===== src/design/apu_ctl_pkg.sv =====
// Package for the sound unit control sequencer: transaction types, event codes,
// state structs and the length table. No dependencies.
package apu_ctl_pkg;

  typedef enum logic [1:0] {
    MODE_CHAN_WRITE   = 2'd0,
    MODE_STATUS_WRITE = 2'd1,
    MODE_FRAME_WRITE  = 2'd2,
    MODE_SEQ_TICK     = 2'd3
  } mode_t;

  typedef enum logic [1:0] {
    REG_CONTROL = 2'd0,
    REG_SWEEP   = 2'd1,
    REG_PERIOD_LO = 2'd2,
    REG_PERIOD_HI = 2'd3
  } reg_sel_t;

  typedef struct packed {
    logic [1:0] mode;
    logic [3:0] reg_index;
    logic [7:0] value;
  } in_item_t;

  typedef struct packed {
    logic [10:0] pulse1_period;
    logic [10:0] pulse2_period;
    logic [3:0]  pulse1_volume;
    logic [3:0]  pulse2_volume;
    logic [3:0]  noise_volume;
    logic [6:0]  triangle_linear_count;
    logic [3:0]  length_active_mask;
    logic [3:0]  enabled_mask;
    logic [1:0]  pulse_mute_mask;
    logic        triangle_running;
    logic [1:0]  phase_reset_mask;
  } out_item_t;

  // Classified command passed from the front part to the back part.
  typedef struct packed {
    mode_t      mode;
    logic [3:0] reg_index;
    logic [7:0] value;
    logic       quarter;
    logic       half;
    logic [1:0] phase;
  } cmd_t;

  localparam int unsigned QDEPTH = 2;
  localparam logic [10:0] PERIOD_MAX = 11'h7FF;
  localparam logic [7:0]  BIT_LOOP   = 8'h20;
  localparam logic [7:0]  BIT_HALT_T = 8'h80;
  localparam logic [7:0]  BIT_CONST  = 8'h10;
  localparam logic [7:0]  BIT_NEG    = 8'h08;
  localparam logic [3:0]  LEVEL_MAX  = 4'd15;

  function automatic logic [7:0] len_lookup(input logic [4:0] idx);
    logic [7:0] r;
    begin
      unique case (idx)
        5'd0: r = 8'd10;   5'd1: r = 8'd254;  5'd2: r = 8'd20;   5'd3: r = 8'd2;
        5'd4: r = 8'd40;   5'd5: r = 8'd4;    5'd6: r = 8'd80;   5'd7: r = 8'd6;
        5'd8: r = 8'd160;  5'd9: r = 8'd8;    5'd10: r = 8'd60;  5'd11: r = 8'd10;
        5'd12: r = 8'd14;  5'd13: r = 8'd12;  5'd14: r = 8'd26;  5'd15: r = 8'd14;
        5'd16: r = 8'd12;  5'd17: r = 8'd16;  5'd18: r = 8'd24;  5'd19: r = 8'd18;
        5'd20: r = 8'd48;  5'd21: r = 8'd20;  5'd22: r = 8'd96;  5'd23: r = 8'd22;
        5'd24: r = 8'd192; 5'd25: r = 8'd24;  5'd26: r = 8'd72;  5'd27: r = 8'd26;
        5'd28: r = 8'd16;  5'd29: r = 8'd28;  5'd30: r = 8'd32;  default: r = 8'd30;
      endcase
      return r;
    end
  endfunction

  // Sweep target, 12 bits so that overflow past the 11-bit range is visible.
  function automatic logic [11:0] sweep_target(input logic [10:0] per,
                                               input logic [7:0] swp,
                                               input logic ones_comp);
    logic [11:0] chg;
    logic [11:0] sub;
    begin
      chg = {1'b0, per >> swp[2:0]};
      if ((swp & BIT_NEG) != 8'h00) begin
        sub = chg + {11'd0, ones_comp};
        return (sub > {1'b0, per}) ? 12'd0 : ({1'b0, per} - sub);
      end
      return {1'b0, per} + chg;
    end
  endfunction

  function automatic logic pulse_muted(input logic [10:0] per, input logic [7:0] swp,
                                       input logic ones_comp);
    return (per < 11'd8) || (sweep_target(per, swp, ones_comp) > {1'b0, PERIOD_MAX});
  endfunction

endpackage


===== src/design/apu_channel_control_sequencer.sv =====
// Top level of the sound unit control sequencer: front classifier, command
// queue and back executor. Uses apu_ctl_pkg and the apu_ctl_* modules.
//
// One result transaction follows every input transaction, in order. The block
// accepts one item per cycle while in_stall is low: the front part classifies
// it and tracks the frame sequencer step, a two-entry queue decouples it from
// the back part, and the back part updates the channel state and registers
// the result. in_stall rises only when the queue is full, which happens only
// while out_stall holds results back.
module apu_channel_control_sequencer (
  input  logic                   clk,
  input  logic                   rst_n,
  input  logic                   in_valid,
  input  apu_ctl_pkg::in_item_t  in_data,
  output logic                   in_stall,
  output logic                   out_valid,
  output apu_ctl_pkg::out_item_t out_data,
  input  logic                   out_stall
);
  logic              f_valid, q_full, q_valid, q_take;
  apu_ctl_pkg::cmd_t f_cmd, q_cmd;

  apu_ctl_front u_front (
    .clk(clk), .rst_n(rst_n), .in_valid(in_valid), .in_data(in_data),
    .in_stall(in_stall), .cmd_valid(f_valid), .cmd_data(f_cmd), .cmd_full(q_full)
  );

  apu_ctl_queue u_queue (
    .clk(clk), .rst_n(rst_n), .wr_valid(f_valid), .wr_data(f_cmd), .full(q_full),
    .rd_valid(q_valid), .rd_data(q_cmd), .rd_take(q_take)
  );

  apu_ctl_back u_back (
    .clk(clk), .rst_n(rst_n), .cmd_valid(q_valid), .cmd_data(q_cmd), .cmd_take(q_take),
    .out_valid(out_valid), .out_data(out_data), .out_stall(out_stall)
  );

  // A stalled result must stay in place.
  a_out_hold: assert property (@(posedge clk) disable iff (!rst_n)
    out_valid && out_stall |=> out_valid && $stable(out_data))
    else $error("result changed while stalled");

  // Queue never takes an item while full.
  a_no_overflow: assert property (@(posedge clk) disable iff (!rst_n)
    !(f_valid && q_full))
    else $error("queue overflow");

  // Input is only stalled while results are blocked downstream.
  a_stall_cause: assert property (@(posedge clk) disable iff (!rst_n)
    in_stall |-> out_valid && $past(out_stall))
    else $error("input stalled without output back-pressure");
endmodule


===== src/design/apu_ctl_front.sv =====
// Front part: accepts transactions, tracks the frame sequencer step and
// classifies each item into a command for the back part. Uses apu_ctl_pkg.
module apu_ctl_front (
  input  logic                 clk,
  input  logic                 rst_n,
  input  logic                 in_valid,
  input  apu_ctl_pkg::in_item_t in_data,
  output logic                 in_stall,
  output logic                 cmd_valid,
  output apu_ctl_pkg::cmd_t    cmd_data,
  input  logic                 cmd_full
);
  logic       five_r, five_nxt;
  logic [2:0] step_r, step_nxt;
  logic       take;
  logic [2:0] limit;
  logic [2:0] s_inc;

  assign in_stall  = cmd_full;
  assign take      = in_valid && !cmd_full;
  assign cmd_valid = take;
  assign limit     = five_r ? 3'd5 : 3'd4;
  assign s_inc     = step_r + 3'd1;

  always_comb begin
    five_nxt = five_r;
    step_nxt = step_r;
    cmd_data.mode      = apu_ctl_pkg::mode_t'(in_data.mode);
    cmd_data.reg_index = in_data.reg_index;
    cmd_data.value     = in_data.value;
    cmd_data.quarter   = 1'b0;
    cmd_data.half      = 1'b0;
    cmd_data.phase     = 2'b00;
    unique case (apu_ctl_pkg::mode_t'(in_data.mode))
      apu_ctl_pkg::MODE_CHAN_WRITE: begin
        if (in_data.reg_index == 4'd3) cmd_data.phase = 2'b01;
        else if (in_data.reg_index == 4'd7) cmd_data.phase = 2'b10;
      end
      apu_ctl_pkg::MODE_STATUS_WRITE: ;
      apu_ctl_pkg::MODE_FRAME_WRITE: begin
        five_nxt = in_data.value[7];
        step_nxt = 3'd0;
        cmd_data.quarter = in_data.value[7];
        cmd_data.half    = in_data.value[7];
      end
      default: begin
        if (step_r < limit) begin
          if (!five_r) begin
            cmd_data.quarter = 1'b1;
            cmd_data.half    = (step_r == 3'd1) || (step_r == 3'd3);
          end else begin
            cmd_data.quarter = (step_r != 3'd3);
            cmd_data.half    = (step_r == 3'd1) || (step_r == 3'd4);
          end
        end
        step_nxt = (s_inc >= limit) ? 3'd0 : s_inc;
      end
    endcase
  end

  always_ff @(posedge clk) begin
    if (!rst_n) begin
      five_r <= 1'b0;
      step_r <= 3'd0;
    end else if (take) begin
      five_r <= five_nxt;
      step_r <= step_nxt;
    end
  end
endmodule


===== src/design/apu_ctl_queue.sv =====
// Two-entry command queue between front and back parts. Uses apu_ctl_pkg.
module apu_ctl_queue (
  input  logic              clk,
  input  logic              rst_n,
  input  logic              wr_valid,
  input  apu_ctl_pkg::cmd_t wr_data,
  output logic              full,
  output logic              rd_valid,
  output apu_ctl_pkg::cmd_t rd_data,
  input  logic              rd_take
);
  apu_ctl_pkg::cmd_t mem_r [apu_ctl_pkg::QDEPTH];
  logic       wp_r, rp_r;
  logic [1:0] cnt_r;

  assign full     = (cnt_r == 2'(apu_ctl_pkg::QDEPTH));
  assign rd_valid = (cnt_r != 2'd0);
  assign rd_data  = mem_r[rp_r];

  always_ff @(posedge clk) begin
    if (wr_valid) mem_r[wp_r] <= wr_data;
  end

  always_ff @(posedge clk) begin
    if (!rst_n) begin
      wp_r <= 1'b0;
      rp_r <= 1'b0;
      cnt_r <= 2'd0;
    end else begin
      if (wr_valid) wp_r <= ~wp_r;
      if (rd_take)  rp_r <= ~rp_r;
      cnt_r <= cnt_r + {1'b0, wr_valid} - {1'b0, rd_take};
    end
  end
endmodule


===== src/design/apu_ctl_back.sv =====
// Back part: applies commands to the channel state and registers one result
// per command in an output register. Uses apu_ctl_pkg.
module apu_ctl_back (
  input  logic                   clk,
  input  logic                   rst_n,
  input  logic                   cmd_valid,
  input  apu_ctl_pkg::cmd_t      cmd_data,
  output logic                   cmd_take,
  output logic                   out_valid,
  output apu_ctl_pkg::out_item_t out_data,
  input  logic                   out_stall
);
  logic [7:0]  ctl_r [4];
  logic [7:0]  swp_r [2];
  logic [10:0] per_r [2];
  logic [7:0]  len_r [4];
  logic [3:0]  en_r;
  logic [3:0]  elv_r [3];
  logic [3:0]  edv_r [3];
  logic [2:0]  est_r;
  logic [2:0]  sdv_r [2];
  logic [1:0]  srl_r;
  logic [6:0]  lin_r;
  logic        lrl_r;

  logic [7:0]  ctl_nxt [4];
  logic [7:0]  swp_nxt [2];
  logic [10:0] per_nxt [2];
  logic [7:0]  len_nxt [4];
  logic [3:0]  en_nxt;
  logic [3:0]  elv_nxt [3];
  logic [3:0]  edv_nxt [3];
  logic [2:0]  est_nxt;
  logic [2:0]  sdv_nxt [2];
  logic [1:0]  srl_nxt;
  logic [6:0]  lin_nxt;
  logic        lrl_nxt;

  logic                   ov_r;
  apu_ctl_pkg::out_item_t od_r, od_nxt;
  logic [1:0]  ch;
  logic [7:0]  v;
  logic        fire;
  logic [1:0]  echan [3];
  logic [11:0] tgt;
  logic [3:0]  vol [3];

  assign cmd_take  = cmd_valid && (!ov_r || !out_stall);
  assign out_valid = ov_r;
  assign out_data  = od_r;
  assign echan[0] = 2'd0;
  assign echan[1] = 2'd1;
  assign echan[2] = 2'd3;

  always_comb begin
    ctl_nxt = ctl_r; swp_nxt = swp_r; per_nxt = per_r; len_nxt = len_r;
    en_nxt = en_r; elv_nxt = elv_r; edv_nxt = edv_r; est_nxt = est_r;
    sdv_nxt = sdv_r; srl_nxt = srl_r; lin_nxt = lin_r; lrl_nxt = lrl_r;
    ch = cmd_data.reg_index[3:2];
    v  = cmd_data.value;
    fire = 1'b0;
    tgt = 12'd0;
    unique case (cmd_data.mode)
      apu_ctl_pkg::MODE_CHAN_WRITE: begin
        unique case (apu_ctl_pkg::reg_sel_t'(cmd_data.reg_index[1:0]))
          apu_ctl_pkg::REG_CONTROL: ctl_nxt[ch] = v;
          apu_ctl_pkg::REG_SWEEP: if (!ch[1]) begin
            swp_nxt[ch[0]] = v;
            srl_nxt[ch[0]] = 1'b1;
          end
          apu_ctl_pkg::REG_PERIOD_LO: if (!ch[1]) per_nxt[ch[0]] = {per_r[ch[0]][10:8], v};
          default: begin
            if (!ch[1]) begin
              per_nxt[ch[0]] = {v[2:0], per_r[ch[0]][7:0]};
              est_nxt[ch[0]] = 1'b1;
            end else if (ch == 2'd2) lrl_nxt = 1'b1;
            else est_nxt[2] = 1'b1;
            if (en_r[ch]) len_nxt[ch] = apu_ctl_pkg::len_lookup(v[7:3]);
          end
        endcase
      end
      apu_ctl_pkg::MODE_STATUS_WRITE: begin
        en_nxt = v[3:0];
        for (int i = 0; i < 4; i++) if (!v[i]) len_nxt[i] = 8'd0;
      end
      default: begin
        if (cmd_data.quarter) begin
          for (int e = 0; e < 3; e++) begin
            if (est_r[e]) begin
              est_nxt[e] = 1'b0;
              elv_nxt[e] = apu_ctl_pkg::LEVEL_MAX;
              edv_nxt[e] = ctl_r[echan[e]][3:0];
            end else if (edv_r[e] != 4'd0) begin
              edv_nxt[e] = edv_r[e] - 4'd1;
            end else begin
              edv_nxt[e] = ctl_r[echan[e]][3:0];
              if (elv_r[e] != 4'd0) elv_nxt[e] = elv_r[e] - 4'd1;
              else if ((ctl_r[echan[e]] & apu_ctl_pkg::BIT_LOOP) != 8'h00)
                elv_nxt[e] = apu_ctl_pkg::LEVEL_MAX;
            end
          end
          if (lrl_r) begin
            lin_nxt = ctl_r[2][6:0];
            if (!ctl_r[2][7]) lrl_nxt = 1'b0;
          end else if (lin_r != 7'd0) lin_nxt = lin_r - 7'd1;
        end
        if (cmd_data.half) begin
          for (int i = 0; i < 4; i++) begin
            if (!((i == 2) ? ctl_r[i][7] : ctl_r[i][5]) && len_r[i] != 8'd0)
              len_nxt[i] = len_r[i] - 8'd1;
          end
          for (int p = 0; p < 2; p++) begin
            fire = 1'b0;
            if (srl_r[p]) begin
              fire = (sdv_r[p] == 3'd0) && swp_r[p][7] && (swp_r[p][2:0] != 3'd0);
              sdv_nxt[p] = swp_r[p][6:4];
              srl_nxt[p] = 1'b0;
            end else if (sdv_r[p] != 3'd0) begin
              sdv_nxt[p] = sdv_r[p] - 3'd1;
            end else begin
              sdv_nxt[p] = swp_r[p][6:4];
              fire = swp_r[p][7] && (swp_r[p][2:0] != 3'd0);
            end
            tgt = apu_ctl_pkg::sweep_target(per_r[p], swp_r[p], p == 0);
            if (fire && !apu_ctl_pkg::pulse_muted(per_r[p], swp_r[p], p == 0))
              per_nxt[p] = tgt[10:0];
          end
        end
      end
    endcase

    for (int e = 0; e < 3; e++)
      vol[e] = ctl_nxt[echan[e]][4] ? ctl_nxt[echan[e]][3:0] : elv_nxt[e];
    od_nxt.pulse1_period = per_nxt[0];
    od_nxt.pulse2_period = per_nxt[1];
    od_nxt.pulse1_volume = vol[0];
    od_nxt.pulse2_volume = vol[1];
    od_nxt.noise_volume  = vol[2];
    od_nxt.triangle_linear_count = lin_nxt;
    for (int i = 0; i < 4; i++) od_nxt.length_active_mask[i] = (len_nxt[i] != 8'd0);
    od_nxt.enabled_mask = en_nxt;
    od_nxt.pulse_mute_mask = {apu_ctl_pkg::pulse_muted(per_nxt[1], swp_nxt[1], 1'b0),
                              apu_ctl_pkg::pulse_muted(per_nxt[0], swp_nxt[0], 1'b1)};
    od_nxt.triangle_running = (lin_nxt != 7'd0) && (len_nxt[2] != 8'd0);
    od_nxt.phase_reset_mask = cmd_data.phase;
  end

  always_ff @(posedge clk) begin
    if (!rst_n) begin
      for (int i = 0; i < 4; i++) begin ctl_r[i] <= 8'd0; len_r[i] <= 8'd0; end
      for (int i = 0; i < 3; i++) begin elv_r[i] <= 4'd0; edv_r[i] <= 4'd0; end
      for (int i = 0; i < 2; i++) begin
        swp_r[i] <= 8'd0; per_r[i] <= 11'd0; sdv_r[i] <= 3'd0;
      end
      en_r <= 4'd0; est_r <= 3'd0; srl_r <= 2'd0; lin_r <= 7'd0; lrl_r <= 1'b0;
      ov_r <= 1'b0;
    end else begin
      if (cmd_take) begin
        ctl_r <= ctl_nxt; swp_r <= swp_nxt; per_r <= per_nxt; len_r <= len_nxt;
        en_r <= en_nxt; elv_r <= elv_nxt; edv_r <= edv_nxt; est_r <= est_nxt;
        sdv_r <= sdv_nxt; srl_r <= srl_nxt; lin_r <= lin_nxt; lrl_r <= lrl_nxt;
        ov_r <= 1'b1;
      end else if (!out_stall) begin
        ov_r <= 1'b0;
      end
    end
  end

  always_ff @(posedge clk) begin
    if (cmd_take) od_r <= od_nxt;
  end
endmodule

===== config.mk =====
export PLATFORM = sky130hd
export DESIGN_NAME = apu_channel_control_sequencer
export DESIGN_NICKNAME = d
export VERILOG_FILES = /design/src/design/apu_ctl_pkg.sv /design/src/design/apu_channel_control_sequencer.sv /design/src/design/apu_ctl_front.sv /design/src/design/apu_ctl_queue.sv /design/src/design/apu_ctl_back.sv
export SDC_FILE = /design/constraint.sdc
export NUM_CORES = 1
export LEC_CHECK = 0
export BUFFER_PORTS_ARGS = -buffer_cell sky130_fd_sc_hd__buf_2
export CAP_MARGIN = 20
export CELL_PAD_IN_SITES_DETAIL_PLACEMENT = 0
export CELL_PAD_IN_SITES_GLOBAL_PLACEMENT = 1
export CORE_ASPECT_RATIO = 1.4
export CORE_MARGIN = 2
export CORE_UTILIZATION = 44
export CTS_CLUSTER_SIZE = 25
export DETAILED_ROUTE_END_ITERATION = 7
export PLACE_DENSITY_LB_ADDON = 0.1
export SLEW_MARGIN = 10
export SYNTH_ARGS = -nofsm -noshare
export SYNTH_HDL_FRONTEND = slang
export SYNTH_SLANG_ARGS = --single-unit

===== constraint.sdc =====
create_clock -name clk -period 7.2 [get_ports clk]
set_clock_uncertainty 0.15 [all_clocks]
set_input_delay 0.36 -clock clk [delete_from_list [all_inputs] [get_ports clk]]
set_output_delay 0.36 -clock clk [all_outputs]
set_load 0.05 [all_outputs]

# Yosys cells after proc, flatten, opt, wreduce, memory -nomap -nowiden
# Memories as Yosys holds them, arrays and structs flattened. A register that Yosys moved wholly into a read port is not among the register bits.
# Index checks and enable logic that the tools add are counted.
[classes]
n_eq_ne = 20
div_mod_pow = 0
bitwise = 10
reduce_logical = 77
muxes = 143
order_cmp = 22
shift = 4
mul = 0
addsub = 26
[ops]
columns = ["cell", "count"]
rows = [
  ["2-to-1 mux 12 bit", 21],
  ["2-to-1 mux 8 bit", 13],
  ["2-to-1 mux 32 bit", 3],
  ["2-to-1 mux 4 bit", 22],
  ["case mux 22 bit (2 select lines)", 2],
  ["2-to-1 mux 11 bit", 6],
  ["2-to-1 mux 22 bit", 3],
  ["bitwise mux 32 bit", 2],
  ["case mux 32 bit (2 select lines)", 1],
  ["nonzero test 8 bit", 8],
  ["2-to-1 mux 29 bit", 2],
  ["adder 11 x 11 -> 12 bit", 4],
  ["greater-than comparator 12 x 11 -> 1 bit, second input constant", 4],
  ["bitwise mux 22 bit", 2],
  ["less-than comparator 11 x 4 -> 1 bit, second input constant", 4],
  [">> shifter 11 x 3 -> 11 bit", 4],
  ["2-to-1 mux 1 bit", 34],
  ["subtractor 8 x 1 -> 8 bit, second input constant", 4],
  ["2-to-1 mux 7 bit", 4],
  ["adder 11 x 1 -> 12 bit, second input constant", 2],
  ["greater-than comparator 12 x 11 -> 1 bit", 2],
  ["nonzero test 4 bit", 6],
  ["subtractor 11 x 11 -> 12 bit", 2],
  ["subtractor 11 x 12 -> 12 bit", 2],
  ["other kinds (59)", 145],
]
[word_totals]
ramBits = 36
inputBits = 18
elab_cells = 352
mem_bits_ro = 224
reg_bits = 212
output_inout_bits = 56
latch_bits = 0
memories = 2
[memory_table]
columns = ["name", "depth", "word_bits", "rd", "rd_ports_with_merged_regs", "write_ports", "line", "source"]
rows = [
  ["(no name shown)", 32, 7, 1, 0, 0, "apu_ctl_pkg.sv:60", "unique case (idx)"],
  ["u_queue.mem_r", 2, 18, 1, 1, 1, "apu_ctl_queue.sv:12", "apu_ctl_pkg::cmd_t mem_r [apu_ctl_pkg::QDEPTH];"],
]

# Depth between registers and ports, before layout
# Gate-level depths: netlist of the first run.
[logic_depth]
depth_word = 23
depth_mapped = 38
mapped_depth_nobuf = 36

# Cells and area by module
# From an unflattened synthesis of the first run, not the netlist that was laid out.
[hier_totals]
hier_cells = 2199
area_unflattened_um2 = 18346.3
[by_module_without_submodules]
columns = ["module", "n_inst", "cells_each", "seq_area_each_um2", "area_per_inst_um2"]
rows = [
  ["apu_ctl_back", 1, 2066, 4504.3, 16304.4],
  ["apu_ctl_queue", 1, 77, 1181.1, 1580.3],
  ["apu_ctl_front", 1, 56, 80.1, 461.7],
]

# Least setup slack after synthesis of the first run
# OpenSTA, ideal clock, no wires.
[synth_timing]
kind = "reg2reg"
from = "reg u_back.swp_r[10] (netlist bit)"
to = "reg u_back.od_r (netlist bit u_back.out_data[3]), data pin"
setup_ns = 0.265
path_slack_ns = 0.246
required_ns = 6.785
arrival_ns = 6.539
n_path_buf = 4
synth_period_minus_slack_ns = 6.954
stages_incl_launch_ff = 37
cell_sequence = "dfxtp_1 > clkbuf_1 > buf_2 > buf_1 > nand2_1 > nand2_1 > ha_1 > nand3_1 > nor3b_1 > nand2_1 > nor3_1 > xnor2_1 > ha_1 > and4_1 > nand2_1 > a21oi_1 > o211ai_1 > and2_1 > clkbuf_1 > o41ai_1 > a21oi_1 > mux4_2 > nand2_1 > nand2b_1 > ha_1 > inv_1 > fa_1 > a21o_1 > a21o_1 > a21oi_1 > nor2b_1 > o211ai_1 > mux2i_1 > nand4_1 > a21oi_1 > a211oi_1 > o21ai_1"
[synth_lines]
columns = ["element", "line", "source"]
rows = [
  ["start, declared", "apu_ctl_back.sv:14", "logic [7:0] swp_r [2];"],
  ["start signal, assigned", "apu_ctl_back.sv:159", "ctl_r <= ctl_nxt; swp_r <= swp_nxt; per_r <= per_nxt; len_r <= len_nxt;"],
  ["end signal, assigned", "apu_ctl_back.sv:170", "if (cmd_take) od_r <= od_nxt;"],
  ["end, declared", "apu_ctl_back.sv:40", "apu_ctl_pkg::out_item_t od_r, od_nxt;"],
]

==> results of run 1 <==
## per-stage QoR
stage / std cells / area [um^2] / utilization, %
5_1_grt: 2957 / 21650 / 52.31
4_1_cts: 2944 / 21240 / 51.31
2_1_floorplan: 2262 / 18520 / -
3_3_place_gp: 2877 / 20090 / 48.54
3_5_place_dp: 2877 / 20090 / 48.54
6_report: 2957 / 21650 / 52.31
## tightest hold or removal path, delay by kind of cell
family | cells | cell delay (ps)
AND/OR/NAND/NOR | 2 | 290
buffers and inverters | 1 | 100
AO/OA/AOI/OAI | 1 | 60
## area by class of cell
type	instances	area share [%]
Clock inverter	16	0.9360
Tap cell	540	3.120
Clock buffer	36	3.565
Multi-Input combinational cell	1770	56.14
Sequential cell	243	26.71
Inverter	121	2.121
Timing Repair Buffer	231	7.402
## where the power goes
part           internal (mW)  switching, mW  leakage, nW  total [mW]
clock                  0.905          0.627        0.477        1.53
combinational           1.50           2.92         6.64        4.42
sequential              1.85          0.260         2.11        2.11
## flip-flops by register name, indices dropped and copies added (netlist names), 7 cells and up, named ones only
register and flops:
u_back.per_r 22, u_back.out_data 54, u_back.elv_r 12, u_queue.mem_r 36
u_back.swp_r 16, u_back.edv_r 12, u_back.lin_r 7, u_back.ctl_r 26
u_back.len_r 32
## path summary, 6_finish.rpt
path                   endpoint  slack (ps)  depth (start not counted)
min reg2reg     u_back.sdv_r[4]         320                          2
max reg2reg  u_back.out_data[3]         350                         34
min              u_front.five_r         150                          4
max          u_back.out_data[3]         350                         34
## layer usage
layer | up-vias | GRT usage (%)
met5 | - | 0
met4 | 0 | 11.33
met3 | 123 | 2.383
met2 | 481 | 50.88
met1 | 8586 | 31.36
li1 | 8559 | -
## what timing repair did
| action | 4_1_cts | 5_1_grt |
|---|---|---|
| hold buffers | 15 | 0 |
| gates resized for setup | 6 | 80 |
| pin swaps | 0 | 23 |
| cloned | 0 | 1 |
| setup endpoints to repair | 2 | 2 |
| buffers inserted | 0 | 12 |
| endpoints found under the hold margin | 30 | 0 |
## kinds of logic after synthesis
group,share of synthesized area [%]
and+or+nand+nor,20.92
muxes,5.972
DFF,31.13
AOI/OAI and AO/OA,25.76
adders and majority gates,9.026
buffers and inverters,5.256
xor gates and xnor gates,1.939
## placed cells by master (no fill, tap or decap), types with 24 or more instances in the layout
| cell | instances |
|---|---|
| ha_1 | 118 |
| buf_4 | 141 |
| nor3_1 | 50 |
| inv_1 | 117 |
| nand2_1 | 292 |
| a21boi_0 | 41 |
| a211oi_1 | 28 |
| nor2b_1 | 24 |
| o211a_1 | 61 |
| mux2_2 | 24 |
| nand3_1 | 51 |
| nor2_1 | 194 |
| a21oi_1 | 151 |
| and2_1 | 26 |
| buf_2 | 72 |
| o21ai_0 | 132 |
| dfxtp_1 | 146 |
| xnor2_1 | 31 |
| edfxtp_1 | 90 |
| clkbuf_16 | 29 |
| mux2i_1 | 55 |
## Yosys cell counts (11+ instances only)
master    number
mux2_2        25
buf_1         16
or2_2         11
a211oi_1      29
nor4_1        17
edfxtp_1      90
xnor2_1       31
o211a_1       61
a21o_1        20
and3_1        15
nor2_1       195
o221ai_1      13
o22ai_1       11
inv_1        118
nand2b_1      22
and2_1        28
mux2i_1       64
nor2b_1       25
nor3_1        53
a22oi_1       18
nand2_1      295
o21ai_0      142
a31oi_1       17
nand4_1       18
nand3b_1      13
nor3b_1       24
a21oi_1      159
a21boi_0      42
nand3_1       53
ha_1         124
o21bai_1      13
or3_1         15
dfxtp_1      153
o211ai_1      21
clkbuf_1     102
==> metrics.cfg, run 1 <==
[layout]
antenna_cells = 0
register_area_um2 = 5784
area_growth_pct = 16.92
n_fill_cell = 4003
drive_above_1_share_pct = 16.55
num-nets-final = 2543
multi_input_area_um2 = 12160

[job]
maxCapViolCount = 0

[drt]
wl_per_cell_um = 20.35
routed.top_layer = met4
remaining_drc_errors = 0
route.vias.total = 17750
wirelength_mm = 60.18
m1WireLength_mm = 24.13
vias_per_cell = 6.002
route.met3.wl_mm = 2.294
drtIter0Drc = 1215
dr_wl_met2_mm = 31.34
firstDrtPassIters = 5
ant_nets = 0

[floorplanning]
die_h_um = 246.8
initial_core_util_pct = 44.74
dieArea_um2 = 43770
die_x_um = 177.4
rows = 88
coreArea_um2 = 41400
io_pins = 74

[yosys]
synth-edff-count = 90
yosys.area.top_type = dfxtp_1
ys.flop_type = dfxtp_1
synthTopCellsByArea = dfxtp_1 (17%), edfxtp_1 (15%), ha_1 (8.4%)
postSynthCellCount = 2262
ys_ff_latch = 243
synthDistinctLibCells = 104
yosysSeqAreaShare_pct = 31.13
synth.top_cell.area_share_pct = 16.54
syn_nets = 2410
async_flop_share_pct = 0
yosys_warnings = 0
synth_area_um2 = 18520
synth_area_per_cell_um2 = 8.188

[critical_path]
start_kind = register
crit_family = compound AO/OA/AOI/OAI gates
cp-startpoint = u_back.swp_r[9]
slowest_delay_ps = 480
critPathRequiredTime_ps = 7360
cpMaxStageDelayCell = mux4_2
worstPathBufferInverterCount = 5
reg2reg_from = u_back.swp_r[9]
worstPathArrival_ps = 7010
path_class = register to register
cp-end-kind = register
worst-path-max-fanout = 8

[sta]
setup_violations = 0
hold_slack_ps = 148.2
max_freq_mhz = 145.9
hold_viol = 0
relSlewSlack_pct = 32.14
setup-tns-final_ps = 0
worst_slew_pin_slew_ps = 1013
finalCriticalPeriod_ps = 6854
final_max_slew_viol_count = 0
timing.final.ws_setup_ps = 345.8
fin_crit_sh_pct = 95.20

[global_routing]
antenna_found_initial = 0
overflow = 0
grt_pass1_vias = 17420
grt_max_degree = 87
grt_first_pass_wirelength_mm = 94.86
track_usage_pct = 27.18

[clock_tree]
clk_path_buf_depth = 3
tritoncts = done
clock_latency_ps = 570
cts_htree_levels = 1
path_clk_slew_ps = 70
cts-root-buf = clkbuf_16
cts_buffers = 28
clock-sinks = 243

[place]
gp_congestion = 0.8962
dp_slack_ps = -161.8
place_hpwl_mm = 43.46
port_buffers = 73

[hold_path]
min_path_type = primary input to register
worstHoldStart = in_valid

[power]
powerDensity_nw_per_um2 = 372.4
irDropWorstVdd_uv = 280.3
leakage_nw = 9.229
fin_total_pwr_mw = 8.065

[outcome]
status = completed

No activity file was read; power rests on OpenSTA's default activity.
==> run 2: changes to the inputs <==
--- a/config.mk
+++ b/config.mk
@@ -6,12 +6,11 @@
 export NUM_CORES = 1
 export LEC_CHECK = 0
 export BUFFER_PORTS_ARGS = -buffer_cell sky130_fd_sc_hd__buf_2
-export CAP_MARGIN = 20
 export CELL_PAD_IN_SITES_DETAIL_PLACEMENT = 0
 export CELL_PAD_IN_SITES_GLOBAL_PLACEMENT = 1
 export CORE_ASPECT_RATIO = 1.4
 export CORE_MARGIN = 2
-export CORE_UTILIZATION = 44
+export CORE_UTILIZATION = 35
 export CTS_CLUSTER_SIZE = 25
 export DETAILED_ROUTE_END_ITERATION = 7
 export PLACE_DENSITY_LB_ADDON = 0.1
==> run 2 against run 1 <==
  * Global-route usage decreased by 4.2 points
  * Clock power shrank 6%
  * Worst hold slack worse by 11 ps
  * First-iteration DRC count is 19% lower
  * Routed wire length grew 6.2%
  * Sequential power is essentially flat
  * Sequential cell count unchanged
  * Power barely moved
  * Critical path depth fell by 2
  * Combinational power rose by 2%
  * Critical endpoint unchanged
  * Largest cell class unchanged
==> metrics.cfg, run 2 (same netlist as run 1, synthesis figures left out) <==
[clock_tree]
path_clk_slew_ps = 70  ; about the same
clk_path_buf_depth = 3  ; unchanged
tritoncts = done
clock-sinks = 243  ; unchanged
cts_htree_levels = 1  ; unchanged
clock_latency_ps = 580  ; about the same
cts-root-buf = clkbuf_16
cts_buffers = 29  ; +3.6%

[critical_path]
cpMaxStageDelayCell = mux4_2
worstPathArrival_ps = 7010  ; about the same
critPathRequiredTime_ps = 7360  ; about the same
cpMostUsedCell = ha_1
cp-end-kind = register
reg2reg_from = u_back.swp_r[9]
worst-path-max-fanout = 7  ; -1
slowest_delay_ps = 490  ; about the same
start_kind = register
cp-startpoint = u_back.swp_r[9]
path_class = register to register

[layout]
num-nets-final = 2560  ; +0.67%
largest_register_ff_count = 54  ; unchanged
antenna_cells = 0  ; unchanged
area_growth_pct = 18.34
drive_above_1_share_pct = 17.21  ; +0.67 points
finalNonFillerCells = 3141  ; +6.2%
final_common_cell = nand2_1
final_cell_area_um2 = 21920  ; +1.2%
utilization_pct = 42.03  ; -10 points
layout_common_cells = nand2_1 (291), nor2_1 (195), buf_4 (157)

[job]
maxCapViolCount = 0  ; unchanged

[power]
p_int_mw = 4.177  ; -1.9%
power_frac_seq_pct = 26.3  ; about the same
p_sw_mw = 3.896  ; +2.3%
switching_share_pct = 48.26  ; +1.0 points
clkPwrFrac_pct = 17.8  ; -1.2 points
fin_total_pwr_mw = 8.073  ; about the same
combPwrFrac_pct = 55.8  ; +1.0 points
leakage_nw = 9.259  ; +0.32%
irDropWorstVdd_uv = 176.9  ; -37%
powerDensity_nw_per_um2 = 368.4  ; -1.1%

[sta]
finalCriticalPeriod_ps = 6847  ; -7.118 ps
worst_slew_pin_slew_ps = 1025  ; +12.15 ps
relSlewSlack_pct = 30.28  ; -1.9 points
final_max_slew_viol_count = 0  ; unchanged
hold_viol = 0  ; unchanged
timing.final.ws_setup_ps = 352.9  ; +7.118 ps
setup_violations = 0  ; unchanged
fin_crit_sh_pct = 95.10  ; -0.099 points
setup-tns-final_ps = 0  ; unchanged
hold_slack_ps = 137.3  ; -10.86 ps
max_freq_mhz = 146.0  ; +0.10%

[outcome]
status = completed

[place]
place_hpwl_mm = 46.62  ; +7.3%
port_buffers = 73  ; unchanged
gp_congestion = 0.8826  ; -1.5%
dp_cells = 3063  ; +6.5%
place_area_um2 = 20460  ; +1.8%
dp_slack_ps = -336.2  ; -174.4 ps

[floorplanning]
die_x_um = 198.4  ; +12%
initial_core_util_pct = 35.51  ; -9.2 points
die_h_um = 276.2  ; +12%
rows = 99  ; +13%
coreArea_um2 = 52150  ; +26%
dieArea_um2 = 54800  ; +25%
io_pins = 74  ; unchanged

[global_routing]
overflow = 0  ; unchanged
grt_first_pass_wirelength_mm = 99.27  ; +4.6%
grt_pass1_vias = 17380  ; -0.22%
antenna_found_initial = 0  ; unchanged
track_usage_pct = 22.97  ; -4.2 points
grt_max_degree = 85  ; -2.3%

[drt]
wirelength_mm = 63.92  ; +6.2%
drtIter0Drc = 989  ; -19%
ant_nets = 0  ; unchanged
remaining_drc_errors = 0  ; unchanged
route.vias.total = 17600  ; -0.87%
wl_per_cell_um = 20.35  ; about the same
vias_per_cell = 5.602  ; -6.7%
firstDrtPassIters = 5  ; unchanged

[hold_path]
worstHoldStart = in_valid
min_path_type = primary input to register

## run 2: worst max-delay path, delay by kind of cell, from the launching register on
| kind | cells | cell delay [ps] |
|---|---|---|
| buffers and inverters | 3 | 490 |
| and+or+nand+nor | 7 | 940 |
| muxes | 3 | 950 |
| xor gates and xnor gates | 2 | 300 |
| adders and majority gates | 3 | 860 |
| AOI/OAI and AO/OA | 14 | 2470 |
| DFF | 1 | 400 |
## run 2: power by group through the flow
stage          Clock (mW)  Combinational [mW]  Sequential (mW)
6_report             1.44                4.51             2.12
5_1_grt              1.52                4.96             2.17
4_1_cts              1.49                4.48             2.12
3_5_place_dp            0                4.45             2.15
3_3_place_gp            0                4.43             2.15
2_1_floorplan           0                2.63             2.57
## run 2: final timing paths
| kind | to | slack [ps] | cells after the start |
|---|---|---|---|
| hold / removal | u_front.five_r | 140 | 4 |
| hold reg to reg | u_back.sdv_r[1] | 330 | 2 |
| setup reg to reg | u_back.out_data[3] | 350 | 32 |
| setup / recovery | u_back.out_data[3] | 350 | 32 |
## run 2: cell type report
type	count	area, um^2
Fill cell	5282	30230
Multi-Input combinational cell	1770	12140
Sequential cell	243	5789
Timing Repair Buffer	247	1745
Tap cell	707	884.6
Clock buffer	33	740.7
Inverter	121	459.2
Clock inverter	20	156.4
## run 2: per-layer routing
metal / part of all wire [%] / track usage (%)
met1: 40 / 26.70
met2: 53 / 43.52
met3: 3.1 / 1.818
met4: 3.5 / 7.979
met5: 0 / 0
## run 2: what timing repair did
action | CTS | global route
gates cloned | 0 | 2
hold endpoints to repair | 32 | 0
setup endpoints to repair | 1 | 2
hold buffers | 15 | 0
pin swaps | 0 | 24
gates resized for setup | 9 | 80
setup buffers | 0 | 8
==> run 3: changes to the inputs <==
--- a/config.mk
+++ b/config.mk
@@ -14,6 +14,7 @@
 export CTS_CLUSTER_SIZE = 25
 export DETAILED_ROUTE_END_ITERATION = 7
 export PLACE_DENSITY_LB_ADDON = 0.1
+export REMOVE_ABC_BUFFERS = 1
 export SLEW_MARGIN = 10
 export SYNTH_ARGS = -nofsm -noshare
 export SYNTH_HDL_FRONTEND = slang
==> constraint.sdc (replaced) <==
create_clock -name clk -period 7.1 [get_ports clk]
set_clock_uncertainty 0.15 [all_clocks]
set_input_delay 0.355 -clock clk [delete_from_list [all_inputs] [get_ports clk]]
set_output_delay 0.355 -clock clk [all_outputs]
set_load 0.05 [all_outputs]
==> run 3 against run 2 <==
  * Clock-buffer cell count up 5
  * Sequential share of layout area is 0.18 points lower
  * Die area stayed put
  * Register-to-register slack barely moved
  * Clock power increased by 5%
  * Highest routed layer unchanged
  * Final area grew 0.75%
  * Worst setup slack lost 15 ps
  * Core utilization grew 0.31 points
  * Power is 1.6% higher
  * Sequential cell count unchanged
==> metrics.cfg, run 3 (same netlist as run 1, synthesis figures left out) <==
[power]
leakage_nw = 9.310  ; +0.55%
p_int_mw = 4.312  ; +3.2%
powerDensity_nw_per_um2 = 371.6  ; +0.89%
clkPwrFrac_pct = 18.3  ; +0.5 points
irDropWorstVdd_uv = 221.7  ; +25%
power_frac_seq_pct = 26.2  ; about the same
p_sw_mw = 3.893  ; about the same
combPwrFrac_pct = 55.5  ; -0.3 points
switching_share_pct = 47.45  ; -0.82 points

[clock_tree]
cts_buffers = 28  ; -3.4%
clk_path_buf_depth = 3  ; unchanged
cts-root-buf = clkbuf_16
clock-sinks = 243  ; unchanged
tritoncts = done
path_clk_slew_ps = 70  ; about the same
cts_htree_levels = 1  ; unchanged
clock_latency_ps = 600  ; +20 ps

[layout]
drive_above_1_share_pct = 17.81  ; +0.60 points
utilization_pct = 42.34  ; +0.31 points
final_common_cell = nand2_1
layout_common_cells = nand2_1 (290), nor2_1 (190), buf_4 (151)
largest_register_ff_count = 54  ; unchanged
area_growth_pct = 19.22
antenna_cells = 0  ; unchanged
multi_input_area_um2 = 12240  ; +0.83%
num-nets-final = 2557  ; -0.12%
n_fill_cell = 5277  ; -0.095%
register_area_um2 = 5792  ; about the same

[drt]
wl_per_cell_um = 19.85  ; -2.5%
remaining_drc_errors = 0  ; unchanged
vias_per_cell = 5.615  ; +0.24%
drtIter0Drc = 963  ; -2.6%
route.vias.total = 17620  ; +0.15%
firstDrtPassIters = 5  ; unchanged
ant_nets = 0  ; unchanged
wirelength_mm = 62.29  ; -2.6%

[floorplanning]
io_pins = 74  ; unchanged
initial_core_util_pct = 35.51  ; unchanged
coreArea_um2 = 52150  ; unchanged
die_h_um = 276.2  ; unchanged
dieArea_um2 = 54800  ; unchanged
rows = 99  ; unchanged
die_x_um = 198.4  ; unchanged

[sta]
worst_slew_pin_slew_ps = 1091  ; +65.97 ps
finalCriticalPeriod_ps = 6762  ; -85.47 ps
hold_viol = 0  ; unchanged
max_freq_mhz = 147.9  ; +1.3%
timing.final.ws_setup_ps = 338.3  ; -14.53 ps
setup-tns-final_ps = 0  ; unchanged
setup_violations = 0  ; unchanged
relSlewSlack_pct = 26.68  ; -3.6 points
fin_crit_sh_pct = 95.23  ; +0.14 points
final_max_slew_viol_count = 0  ; unchanged

[place]
place_hpwl_mm = 45.03  ; -3.4%
gp_congestion = 0.8855  ; +0.33%
port_buffers = 73  ; unchanged
dp_slack_ps = -196.3  ; +139.8 ps

[hold_path]
hold_path_depth = 4  ; unchanged
hold_end = u_front.five_r
min_path_type = primary input to register
worstHoldStart = in_valid

[critical_path]
r2r_setup_slack_ps = 340  ; about the same
worst-path-max-fanout = 8  ; +1
slowest_delay_ps = 490  ; about the same
reg2reg_from = u_back.swp_r[9]
cp-end-kind = register
critPathRequiredTime_ps = 7270  ; -90 ps
path_class = register to register
cpMaxStageDelayCell = mux4_2
start_kind = register
rr_worst_depth = 36  ; +13%
worstPathArrival_ps = 6930  ; -80 ps
reg2reg_to = u_back.out_data[3]

[global_routing]
grt_use_met2_pct = 39.90  ; -3.6 points
grt_first_pass_wirelength_mm = 96.82  ; -2.5%
grt_use_met3_pct = 2.074  ; +0.26 points
antenna_found_initial = 0  ; unchanged
grt_max_degree = 81  ; -4.7%
overflow = 0  ; unchanged
met1_usage_pct = 27.40  ; +0.70 points
grt_pass1_vias = 17280  ; -0.62%
grt-busiest-layer = met2
track_usage_pct = 22.28  ; -0.69 points

[job]
maxCapViolCount = 0  ; unchanged

[outcome]
status = completed

==> run 3: cell types whose count changed in the layout (fill, tap and decap cells not counted), sizes merged <==
cell      before  now
buf          231  229
bufinv         1    2
clkbuf        34   39
clkinv        11    9
clkinvlp       6    3
inv          123  121
==> run 3: worst max-delay path: cells and delay by family, from the launching register on <==
kind / cells / cell delay (ps)
AO/OA/AOI/OAI: 14 / 2210
adder cells (fa/ha/maj): 4 / 1000
buffers and inverters: 3 / 310
flip-flops: 1 / 400
multiplexers: 3 / 800
AND/OR/NAND/NOR: 12 / 1580
==> run 3: power groups by stage <==
stage,clock network [mW],registers [mW],logic [mW]
detailed placement,0,2.17,4.45
CTS,1.55,2.15,4.48
global route,1.60,2.20,5.01
floorplan,0,2.65,2.58
finish,1.51,2.15,4.55
global placement,0,2.17,4.43
==> run 3: how the worst max path moves through the flow <==
| stage | endpoint | slack, ps | start | depth (start not counted) |
|---|---|---|---|---|
| 6_report | u_back.out_data[3] | 340 | u_back.swp_r[9] | 36 |
| 5_1_grt | u_back.out_data[3] | -60 | u_back.swp_r[9] | 37 |
| 4_1_cts | u_back.out_data[3] | 9 | u_back.swp_r[9] | 35 |
| 3_5_place_dp | u_back.out_data[3] | -200 | u_back.swp_r[9] | 34 |
| 3_3_place_gp | u_back.out_data[4] | -170 | u_back.swp_r[1] | 34 |
| 2_1_floorplan | u_queue.cnt_r[1] | -3780 | u_queue.cnt_r[1] | 8 |
==> run 3: layout make-up <==
cell class / instances / share of cell area, %
Clock buffer: 38 / 3.615
Tap cell: 707 / 4.006
Clock inverter: 14 / 0.6800
Timing Repair Buffer: 245 / 7.945
Multi-Input combinational cell: 1770 / 55.44
Inverter: 121 / 2.080
Sequential cell: 243 / 26.23
==> run 3: timing repair <==
item / in CTS / in global routing
gates resized for setup: 8 / 105
hold endpoints to repair: 38 / 0
pin swaps: 0 / 21
endpoints found under the setup margin: 2 / 2
buffers inserted: 0 / 14
cloned: 0 / 2
hold buffers: 15 / 0
==> run 3: per-stage QoR <==
stage	power [mW]	hold WS, ps	instance area [um^2]	instances
floorplan	5.236	290.9	18000	2133
global placement	6.597	303.2	20400	3055
detailed placement	6.625	309.4	20400	3055
CTS	8.182	124.0	21520	3122
global route	8.810	166.4	22080	3138
finish	8.205	153.7	22080	3138
==> run 3: routing by layer <==
metal,share of wire [%],wire (um)
met3,3.5,2173
met1,42,26440
met2,50,31300
met5,0,0
met4,3.8,2372
